### src/hw/rtl/mbcrc_pkg.sv
`timescale 1ns / 1ps
`default_nettype none
// ----------------------------------------------------------------------------
// mbcrc_pkg: shared types and helpers for the Modbus RTU CRC framer
// Request opcodes, frame status codes, field widths and the byte-wide
// CRC-16/MODBUS update (reflected polynomial 0xA001).
// ----------------------------------------------------------------------------
package mbcrc_pkg;

  localparam int unsigned CountBitsDef = 32;
  localparam int unsigned TotalW       = 32;
  localparam int unsigned LenW         = 9;
  localparam int unsigned MinFrame     = 4;

  localparam logic [LenW-1:0] FrameCap = 9'd256;
  localparam logic [15:0]     CrcInit  = 16'hFFFF;
  localparam logic [15:0]     CrcPoly  = 16'hA001;

  typedef enum logic [1:0] {
    OP_RX_BYTE = 2'd0,
    OP_RX_END  = 2'd1,
    OP_TX_BYTE = 2'd2
  } op_t;

  typedef enum logic [1:0] {
    ST_OK      = 2'd0,
    ST_BAD_CRC = 2'd1,
    ST_TIMEOUT = 2'd2
  } status_t;

  localparam logic KindTx     = 1'b0;
  localparam logic KindStatus = 1'b1;

  // Fold one byte into the running CRC, low bit first.
  function automatic logic [15:0] crc_byte(input logic [15:0] crc, input logic [7:0] b);
    logic [15:0] c;
    c = crc ^ {8'h00, b};
    for (int k = 0; k < 8; k++) begin
      if (c[0]) begin
        c = (c >> 1) ^ CrcPoly;
      end else begin
        c = c >> 1;
      end
    end
    return c;
  endfunction

endpackage
`default_nettype wire

### src/hw/rtl/modbus_rtu_crc_framer_top.sv
`timescale 1ns / 1ps
`default_nettype none
// ----------------------------------------------------------------------------
// modbus_rtu_crc_framer_top: Modbus RTU framer with CRC-16/MODBUS
// Appends the CRC to transmit frames and checks it on received frames.
// ----------------------------------------------------------------------------
// Usage
//   Input channel (in_*): one request per beat. in_tuser carries the opcode
//   (receive byte, receive frame end, transmit byte) and the scan flag,
//   in_tdata the byte, in_tlast marks the final command byte of a transmit
//   frame.
//   Result channel (out_*): transmit bytes (command bytes, then CRC low and
//   CRC high with out_tlast set) and one status beat per frame end, each
//   carrying the three saturating frame counters.
//   Configuration: cfg_wr_en/cfg_wr_data write max_frame_len; write it only
//   while the block is idle. Values above 256 act as 256.
// Timing
//   A request lands in the input register, and its result is then registered
//   in the output register, which drives out_tvalid.
//   One request per cycle is taken while the result channel does not stall; a
//   transmit byte marked last produces three results and holds off the next
//   request while the CRC pair is emitted. Received bytes produce no result.
// Reset and stall
//   rst_n (synchronous, active low) clears both running CRCs, the receive delay line,
//   the counters and both valid flags, and sets max_frame_len to 256.
//   While out_tready is low the result is held; the input register fills and
//   then in_tready drops.
// ----------------------------------------------------------------------------
module modbus_rtu_crc_framer_top
  import mbcrc_pkg::*;
#(
  parameter int unsigned COUNT_BITS = CountBitsDef
) (
  input  wire logic          clk,
  input  wire logic          rst_n,
  // configuration
  input  wire logic          cfg_wr_en,
  input  wire logic [8:0]    cfg_wr_data,  // max_frame_len
  // request channel
  input  wire logic          in_tvalid,
  output      logic          in_tready,
  input  wire logic [7:0]    in_tdata,     // [7:0] data
  input  wire logic          in_tlast,     // last
  input  wire logic [2:0]    in_tuser,     // [1:0] op, [2] scan
  // result channel
  output      logic          out_tvalid,
  input  wire logic          out_tready,
  output      logic [119:0]  out_tdata,    // [7:0] out_byte, [9:8] status,
                                           // [18:10] frame_len,
                                           // [50:19] success_total,
                                           // [82:51] crcfail_total,
                                           // [114:83] timeout_total, zero pad
  output      logic          out_tlast,    // out_last
  output      logic [0:0]    out_tuser     // [0] kind
);

  localparam int unsigned ExtW = (COUNT_BITS > TotalW) ? COUNT_BITS : TotalW;

  // configuration
  logic [LenW-1:0] max_len_r;

  // input register
  logic            in_vld_r;
  op_t             in_op_r;
  logic [7:0]      in_data_r;
  logic            in_last_r;
  logic            in_scan_r;

  // framing state
  logic [15:0]     rx_crc_r,   rx_crc_nxt;
  logic [7:0]      rx_hold0_r, rx_hold0_nxt;
  logic [7:0]      rx_hold1_r, rx_hold1_nxt;
  logic [LenW-1:0] rx_cnt_r,   rx_cnt_nxt;
  logic [15:0]     tx_crc_r,   tx_crc_nxt;
  logic [COUNT_BITS-1:0] good_r, good_nxt;
  logic [COUNT_BITS-1:0] bad_r,  bad_nxt;
  logic [COUNT_BITS-1:0] sil_r,  sil_nxt;

  // CRC pair still to emit after a last transmit byte
  logic [1:0]      tail_cnt_r, tail_cnt_nxt;
  logic [15:0]     tail_crc_r, tail_crc_nxt;

  // output register
  logic            out_vld_r, out_vld_nxt;
  logic            out_kind_r, out_kind_nxt;
  logic [7:0]      out_byte_r, out_byte_nxt;
  logic            out_last_r, out_last_nxt;
  logic [1:0]      out_stat_r, out_stat_nxt;
  logic [LenW-1:0] out_len_r,  out_len_nxt;
  logic [TotalW-1:0] out_good_r, out_bad_r, out_sil_r;
  logic            out_ld;

  logic            out_free;
  logic            needs_out;
  logic            item_adv;
  logic [LenW-1:0] limit;
  logic [15:0]     rx_crc_step;
  logic [15:0]     tx_crc_step;
  logic            crc_ok;
  logic [ExtW-1:0] good_ext, bad_ext, sil_ext;

  assign out_free  = !out_vld_r || out_tready;
  assign needs_out = (in_op_r == OP_RX_END) || (in_op_r == OP_TX_BYTE);
  // Advance a held request only after the CRC tail, and only if its result has a free slot.
  assign item_adv  = in_vld_r && (tail_cnt_r == 2'd0) && (!needs_out || out_free);
  assign in_tready = !in_vld_r || item_adv;

  assign limit       = (max_len_r > FrameCap) ? FrameCap : max_len_r;
  assign rx_crc_step = crc_byte(rx_crc_r, rx_hold0_r);
  assign tx_crc_step = crc_byte(tx_crc_r, in_data_r);
  assign crc_ok      = (rx_hold0_r == rx_crc_r[7:0]) && (rx_hold1_r == rx_crc_r[15:8]);

  always_comb begin
    rx_crc_nxt   = rx_crc_r;
    rx_hold0_nxt = rx_hold0_r;
    rx_hold1_nxt = rx_hold1_r;
    rx_cnt_nxt   = rx_cnt_r;
    tx_crc_nxt   = tx_crc_r;
    good_nxt     = good_r;
    bad_nxt      = bad_r;
    sil_nxt      = sil_r;
    tail_cnt_nxt = tail_cnt_r;
    tail_crc_nxt = tail_crc_r;
    out_ld       = 1'b0;
    out_kind_nxt = KindTx;
    out_byte_nxt = 8'h00;
    out_last_nxt = 1'b0;
    out_stat_nxt = ST_OK;
    out_len_nxt  = '0;

    if (tail_cnt_r != 2'd0) begin
      if (out_free) begin
        // Emit CRC low byte, then CRC high byte closing the run.
        out_ld       = 1'b1;
        tail_cnt_nxt = tail_cnt_r - 2'd1;
        if (tail_cnt_r == 2'd2) begin
          out_byte_nxt = tail_crc_r[7:0];
        end else begin
          out_byte_nxt = tail_crc_r[15:8];
          out_last_nxt = 1'b1;
        end
      end
    end else if (item_adv) begin
      case (in_op_r)
        OP_RX_BYTE: begin
          // Drop bytes past the length limit.
          if (rx_cnt_r < limit) begin
            if (rx_cnt_r >= LenW'(2)) begin
              rx_crc_nxt = rx_crc_step;
            end
            rx_hold0_nxt = rx_hold1_r;
            rx_hold1_nxt = in_data_r;
            rx_cnt_nxt   = rx_cnt_r + 1'b1;
          end
        end
        OP_RX_END: begin
          out_ld       = 1'b1;
          out_kind_nxt = KindStatus;
          out_len_nxt  = rx_cnt_r;
          if (rx_cnt_r >= LenW'(MinFrame)) begin
            out_stat_nxt = crc_ok ? ST_OK : ST_BAD_CRC;
            if (!in_scan_r) begin
              if (crc_ok) begin
                good_nxt = (good_r == '1) ? good_r : good_r + 1'b1;
              end else begin
                bad_nxt  = (bad_r == '1) ? bad_r : bad_r + 1'b1;
              end
            end
          end else begin
            out_stat_nxt = ST_TIMEOUT;
            if (!in_scan_r) begin
              sil_nxt = (sil_r == '1) ? sil_r : sil_r + 1'b1;
            end
          end
          rx_crc_nxt   = CrcInit;
          rx_hold0_nxt = 8'h00;
          rx_hold1_nxt = 8'h00;
          rx_cnt_nxt   = '0;
        end
        OP_TX_BYTE: begin
          out_ld       = 1'b1;
          out_byte_nxt = in_data_r;
          tx_crc_nxt   = tx_crc_step;
          if (in_last_r) begin
            tail_cnt_nxt = 2'd2;
            tail_crc_nxt = tx_crc_step;
            tx_crc_nxt   = CrcInit;
          end
        end
        default: begin
          // unused opcode: consume silently
        end
      endcase
    end
  end

  assign out_vld_nxt = out_ld ? 1'b1 : (out_tready ? 1'b0 : out_vld_r);

  assign good_ext = ExtW'(good_nxt);
  assign bad_ext  = ExtW'(bad_nxt);
  assign sil_ext  = ExtW'(sil_nxt);

  // control and state registers
  always_ff @(posedge clk) begin
    if (!rst_n) begin
      max_len_r  <= FrameCap;
      in_vld_r   <= 1'b0;
      rx_crc_r   <= CrcInit;
      rx_hold0_r <= 8'h00;
      rx_hold1_r <= 8'h00;
      rx_cnt_r   <= '0;
      tx_crc_r   <= CrcInit;
      good_r     <= '0;
      bad_r      <= '0;
      sil_r      <= '0;
      tail_cnt_r <= 2'd0;
      out_vld_r  <= 1'b0;
    end else begin
      if (cfg_wr_en) begin
        max_len_r <= cfg_wr_data;
      end
      if (in_tready) begin
        in_vld_r <= in_tvalid;
      end
      rx_crc_r   <= rx_crc_nxt;
      rx_hold0_r <= rx_hold0_nxt;
      rx_hold1_r <= rx_hold1_nxt;
      rx_cnt_r   <= rx_cnt_nxt;
      tx_crc_r   <= tx_crc_nxt;
      good_r     <= good_nxt;
      bad_r      <= bad_nxt;
      sil_r      <= sil_nxt;
      tail_cnt_r <= tail_cnt_nxt;
      out_vld_r  <= out_vld_nxt;
    end
  end

  // payload registers
  always_ff @(posedge clk) begin
    if (in_tvalid && in_tready) begin
      in_op_r   <= op_t'(in_tuser[1:0]);
      in_data_r <= in_tdata;
      in_last_r <= in_tlast;
      in_scan_r <= in_tuser[2];
    end
    tail_crc_r <= tail_crc_nxt;
    if (out_ld) begin
      out_kind_r <= out_kind_nxt;
      out_byte_r <= out_byte_nxt;
      out_last_r <= out_last_nxt;
      out_stat_r <= out_stat_nxt;
      out_len_r  <= out_len_nxt;
      out_good_r <= good_ext[TotalW-1:0];
      out_bad_r  <= bad_ext[TotalW-1:0];
      out_sil_r  <= sil_ext[TotalW-1:0];
    end
  end

  assign out_tvalid = out_vld_r;
  assign out_tlast  = out_last_r;
  assign out_tuser  = out_kind_r;
  assign out_tdata  = {5'b0, out_sil_r, out_bad_r, out_good_r, out_len_r, out_stat_r,
                       out_byte_r};

  // ---------------------------------------------------------------------------
  // assertions
  // ---------------------------------------------------------------------------
  a_tail_blocks_item: assert property (@(posedge clk) disable iff (!rst_n)
    (tail_cnt_r != 2'd0) |-> !item_adv)
    else $error("request advanced while CRC tail pending");

  a_last_tx_arms_tail: assert property (@(posedge clk) disable iff (!rst_n)
    (item_adv && (in_op_r == OP_TX_BYTE) && in_last_r) |=> (tail_cnt_r == 2'd2))
    else $error("last transmit byte did not arm CRC tail");

  a_tlast_only_tx: assert property (@(posedge clk) disable iff (!rst_n)
    (out_vld_r && out_last_r) |-> (out_kind_r == KindTx))
    else $error("run end flagged on a status result");

  a_rx_cnt_cap: assert property (@(posedge clk) disable iff (!rst_n)
    rx_cnt_r <= FrameCap)
    else $error("receive count beyond frame cap");

  a_status_clears_rx: assert property (@(posedge clk) disable iff (!rst_n)
    (item_adv && (in_op_r == OP_RX_END)) |=> (rx_cnt_r == '0 && rx_crc_r == CrcInit))
    else $error("frame end did not clear receive state");

endmodule
`default_nettype wire

### config.mk
export PLATFORM = sky130hd
export DESIGN_NAME = modbus_rtu_crc_framer_top
export DESIGN_NICKNAME = d
export VERILOG_FILES = /design/src/hw/rtl/mbcrc_pkg.sv /design/src/hw/rtl/modbus_rtu_crc_framer_top.sv
export SDC_FILE = /design/constraint.sdc
export NUM_CORES = 1
export LEC_CHECK = 0
export BUFFER_PORTS_ARGS = -buffer_cell sky130_fd_sc_hd__buf_2
export CAP_MARGIN = 0
export CORE_ASPECT_RATIO = 0.7
export CORE_UTILIZATION = 29
export CTS_CLUSTER_SIZE = 10
export DETAILED_ROUTE_END_ITERATION = 8
export GPL_ROUTABILITY_DRIVEN = 0
export SLEW_MARGIN = 40
export SYNTH_ARGS = -nofsm -noshare
export SYNTH_HDL_FRONTEND = slang
export SYNTH_SLANG_ARGS = --single-unit
### constraint.sdc
create_clock -name clk -period 6.11 [get_ports clk]
set_clock_uncertainty 0.15 [all_clocks]
set_input_delay 0.611 -clock clk [delete_from_list [all_inputs] [get_ports clk]]
set_output_delay 0.611 -clock clk [all_outputs]
set_load 0.01 [all_outputs]
Word-level counts from Yosys, hierarchy flattened
Cells that the tools add are included.
- flip-flop bits (word level): 311
- logic and storage cells: 164
- input bits: 26
- order comparisons: 4
- reduce and logical (&&, ||, !) cells: 29
- mux-type cells: 67
- bitwise operators: 22
- equality and inequality tests: 11
- $add $sub $neg: 5
- operator list (operator ; number):
    32-bit two-way mux ; 20
    16-bit two-way mux ; 19
    32-bit by 1-bit adder with 32-bit output (second input constant) ; 3
    32-bit == test (second input constant) ; 3
    8-bit two-way mux ; 7
    2-bit inverter with 3-bit output ; 16
    16-bit one-hot mux with 2 select lines ; 1
    8-bit one-hot mux with 2 select lines ; 2
    16-bit by 8-bit XOR with 16-bit output ; 2
    9-bit two-way mux ; 2
    9-bit one-hot mux with 2 select lines ; 1
    8-bit == test ; 2
    2-bit two-way mux ; 6
    4-bit AND reduction ; 3
    2-bit nonzero test ; 6
    9-bit by 1-bit adder with 9-bit output (second input constant) ; 1
    9-bit by 2-bit greater-or-equal comparator with 1-bit output (second input constant) ; 1
    9-bit by 3-bit greater-or-equal comparator with 1-bit output (second input constant) ; 1
    9-bit greater-than comparator (second input constant) ; 1
    9-bit less-than comparator ; 1
    1-bit two-way mux ; 9
    2-bit inequality test (second input constant) ; 3
    5-bit AND reduction ; 1
    2-bit == test (second input constant) ; 2
    other kinds (12) ; 25

Logic depth before layout (Yosys ltp)
- word-level depth: 20
- depth in mapped cells: 11
- depth with buffers taken out: 9

Least setup slack after synthesis
No wires, ideal clock.
- path type: input port to flip-flop
- start point: input port out_tready
- end point: register out_bad_r[0] (enable)
- stages on the path: 4
- buffers on the path: 1
- required time: 5480 ps
- setup slack: 1907 ps
- setup time: 480 ps
- arrival time: 3573 ps
- cells stage by stage: nor2b_1 > or2_2 > clkbuf_1 > nand2_1
- cells in the longest elaborated chain, start to end: 5
- RTL lines (item ; RTL line ; source):
    start: declaration ; modbus_rtu_crc_framer_top.sv:47 ; input wire logic out_tready,
    1-bit logical OR * ; modbus_rtu_crc_framer_top.sv:102 ; assign out_free = !out_vld_r || out_tready;
    1-bit logical OR ; modbus_rtu_crc_framer_top.sv:105 ; assign item_adv = in_vld_r && (tail_cnt_r == 2'd0) && (!needs_out || out_free);
    1-bit logical AND ; modbus_rtu_crc_framer_top.sv:105 ;
    1-bit two-way mux ; modbus_rtu_crc_framer_top.sv:143 ; end else if (item_adv) begin
    1-bit two-way mux * ; modbus_rtu_crc_framer_top.sv:131 ; if (tail_cnt_r != 2'd0) begin
    net out_ld ; modbus_rtu_crc_framer_top.sv:91 ; logic out_ld;
    end signal: assignment ; modbus_rtu_crc_framer_top.sv:254 ; out_bad_r <= bad_ext[TotalW-1:0];
    end: declaration ; modbus_rtu_crc_framer_top.sv:90 ; logic [TotalW-1:0] out_good_r, out_bad_r, out_sil_r;
The timed path passes the listed nets; every way through them passes the cells marked *.
A chain may end at the register's enable or synchronous reset.

Final worst setup path
- start point: register in_op_r[1]
- end point: register out_bad_r[27], data pin
- cells in the longest elaborated chain, start to end: 7
- RTL lines (item ; RTL line ; source):
    start: declaration ; modbus_rtu_crc_framer_top.sv:64 ; op_t in_op_r;
    start signal: assignment ; modbus_rtu_crc_framer_top.sv:241 ; in_op_r <= op_t'(in_tuser[1:0]);
    2-bit by 1-bit == test with 1-bit output / 2-bit == test (equally long branches) ; modbus_rtu_crc_framer_top.sv:103, modbus_rtu_crc_framer_top.sv:144 ;
    1-bit logical OR ; modbus_rtu_crc_framer_top.sv:103 ; assign needs_out = (in_op_r == OP_RX_END) || (in_op_r == OP_TX_BYTE);
    1-bit logical NOT ; modbus_rtu_crc_framer_top.sv:105 ;
    1-bit logical OR ; modbus_rtu_crc_framer_top.sv:105 ;
    1-bit logical AND ; modbus_rtu_crc_framer_top.sv:105 ;
    32-bit two-way mux * ; modbus_rtu_crc_framer_top.sv:143 ;
    32-bit two-way mux * ; modbus_rtu_crc_framer_top.sv:131 ;
    net bad_ext[27] ; modbus_rtu_crc_framer_top.sv:100 ; logic [ExtW-1:0] good_ext, bad_ext, sil_ext;
Marks and branches as above.

==> results.txt <==
run status: complete, no violations
worst-case clock buffer depth: 3
synthesized area: 0.0138 sq mm
Async S/R FF share, synth: 0%
initial antenna violation count: 1
Root Buffer: clkbuf_16
max_slew headroom: 45.1%
DR pass1 iterations: 5
routed wire length per instance: 16.5 um
Gates resized, CTS repair: 0
Final min period: 3.84 ns
crit path DAT: 3.93 ns
dpl cells: 1986
reg-to-reg critical path endpoint: out_bad_r[27]
GR Util met1: 19.5%
compound-gate portion of the synthesized area: 4.80%
final setup violation count: 0
hpwl dp: 23500 um
WHS Path Cells: 1
critical path required time: 6.20 ns
setup tns final: 0 ns
Post-Synth XOR/XNOR Area: 9.09%
number of I/O pins: 150
Least-Margin Pin Slew: 0.824 ns
Post-Synthesis Cells: 1279
Clk Latency, worst-skew pair: 0.54 ns
row cnt: 66
crit start category: flip-flop
mux share of post-synthesis cell area: 4.08%
number of global-route vias before repair: 9227
DRC: 0
grt ovf: 0
Fin. Hold Viols: 0
vias per cell: 4.86
hold_buf cts: 0
r2r startpoint: in_op_r[1]
DR iter-0 viols: 686
most common cell in the netlist: dfxtp_1
fraction of layout cells with a size suffix above 1: 16.1%
Simple-Gate Fraction of Synth Area: 22.1%
register area share after synthesis: 55.5%
vias: 9991
Syn Area/Cell: 10.8 sq um
power per cell area: 360 mW/mm^2
Area contributors post-synth: edfxtp_1, dfxtp_1, xnor2_1, nand2_1, xor2_1
met2 Usage GRT: 21.5%
Core Area: 0.0467 sq mm
Die Area: 0.0486 sq mm
clock slew at reported path FFs: 0.06 ns
filler instances: 4662
Yosys top cell area share: 31.5%
Die Span Y: 185 um
register area: 0.00768 sq mm
Initial Utilization: 29.6%
antenna cells: 0
number of enable flip-flop cells after synthesis: 145
crit end category: flip-flop
area of the multi-input gates: 0.00585 sq mm
adder-cell share of the synthesized area: 1.90%
hold_sp: in_tuser[2]
chip width: 263 um
global-route wire length before repair: 53100 um
Post-synth top cells: dfxtp_1, nand2_1, edfxtp_1, and2_1, xnor2_1
Setup CP Type: flip-flop to flip-flop
hold crit path type: input pin to flip-flop
P&R area growth vs syn: 17.9%
met3 GRT Util: 2.85%
max-slew violations: 0
leakage: 6.32 nW
biggest area consumer among synthesized cells: edfxtp_1
CTS tree: done
r2r worst-path depth: 7
H-tree depth: 2
detailed-route wire length: 33900 um
#FFs+latches synth: 311
peak supply drop: 151 uV
Post-CTS Setup Repair Bufs: 0
Final Cycle Share: 62.8%
Final Worst Setup Slack: 2.27 ns
Max Cap Violations: 0
I/O Buffers: 144
pin count of the biggest net entering global routing: 90
largest family of logic cells by synthesized area: simple AND/OR/NAND/NOR gates
FMAX: 261 MHz
DRT antenna net count: 0
Syn. warnings: 0
layout net count: 1461
Total GRT Usage: 13.8%
gr busiest metal: met2
Crit Path Max Fanout: 19
RSZ-0062 raised after global routing: no
CTS Buf Count: 38
R2R setup slack: 2.27 ns
post-place setup slack: 2.35 ns
CTS Sinks: 311
non-filler cells, final: 2056
fin util: 34.9%
Cell variety after synth: 62
top_reg_cell synth: dfxtp_1
worst hold endpoint: in_scan_r
-- placed cells by master (no fill, tap or decap), types with 45 or more instances in the layout --
master and n:
and2_1 67, buf_2 144, dfxtp_1 166, edfxtp_1 145
mux2i_1 53, nand2_1 149, nand3_1 51, nand4_1 45
nor2_1 58, o21ai_0 54, xnor2_1 65, xor2_1 62
-- cells by family after synthesis --
group | Yosys count
and+or+nand+nor | 559
DFF | 311
xor gates and xnor gates | 134
AOI/OAI and AO/OA | 115
buffers and inverters | 82
muxes | 56
adders and majority gates | 21
other | 1
-- state kept, by name, summed over array words and instances (netlist names), 9 cells and up --
name        cells
bad_r          32
good_r         32
out_bad_r      32
out_good_r     32
out_sil_r      32
sil_r          32
rx_crc_r       16
tail_crc_r     16
tx_crc_r       16
max_len_r       9
out_len_r       9
rx_cnt_r        9
-- critical path, cell delays in order (launching register included) --
cell,delay (ns)
edfxtp_1,0.41
inv_1,0.10
ha_1,0.68
nand3_4,0.28
nor3_2,0.59
nand3_1,0.54
nor4b_1,0.65
xor2_1,0.13
-- cell type report --
cell class	count	share of cell area [%]
Sequential cell	311	47.1
Multi-Input combinational cell	890	35.9
Clock buffer	66	6.73
Timing Repair Buffer	153	4.86
Tap cell	612	4.70
Inverter	20	0.460
Clock inverter	4	0.284
-- layer usage --
layer  vias up  share of wire [%]
met5         -              0.038
met2       297                 45
met1      4798                 47
met3        57                6.1
met4         2                1.8
li1       4837                  -
-- worst max path at each step --
stage	startpoint	endpoint	slack, ns	depth (start not counted)
final	in_op_r[1]	out_bad_r[27]	2.27	7
after global routing	in_op_r[1]	out_bad_r[27]	1.99	7
after CTS	in_op_r[1]	out_bad_r[27]	2.29	7
after detailed placement	in_op_r[1]	out_bad_r[17]	2.35	7
after global placement	in_op_r[1]	out_good_r[6]	2.28	7
after floorplan	out_tready	out_bad_r[0]	1.91	4
-- through the flow --
stage	hold slack [ns]	total power [W]	cell area [sq um]
detailed placement	0.296	0.00385	15200
floorplan	0.280	0.00338	13800
CTS	0.0681	0.00597	16300
finish	0.101	0.00587	16300
global route	0.0688	0.00615	16300
global placement	0.295	0.00383	15100
-- where the power goes --
part / switching (W) / internal [W]
sequential: 0.000130 / 0.00264
combinational: 0.000685 / 0.000322
clock: 0.000872 / 0.00122
total: 0.00169 / 0.00418
(Power assumes the default switching activity.)
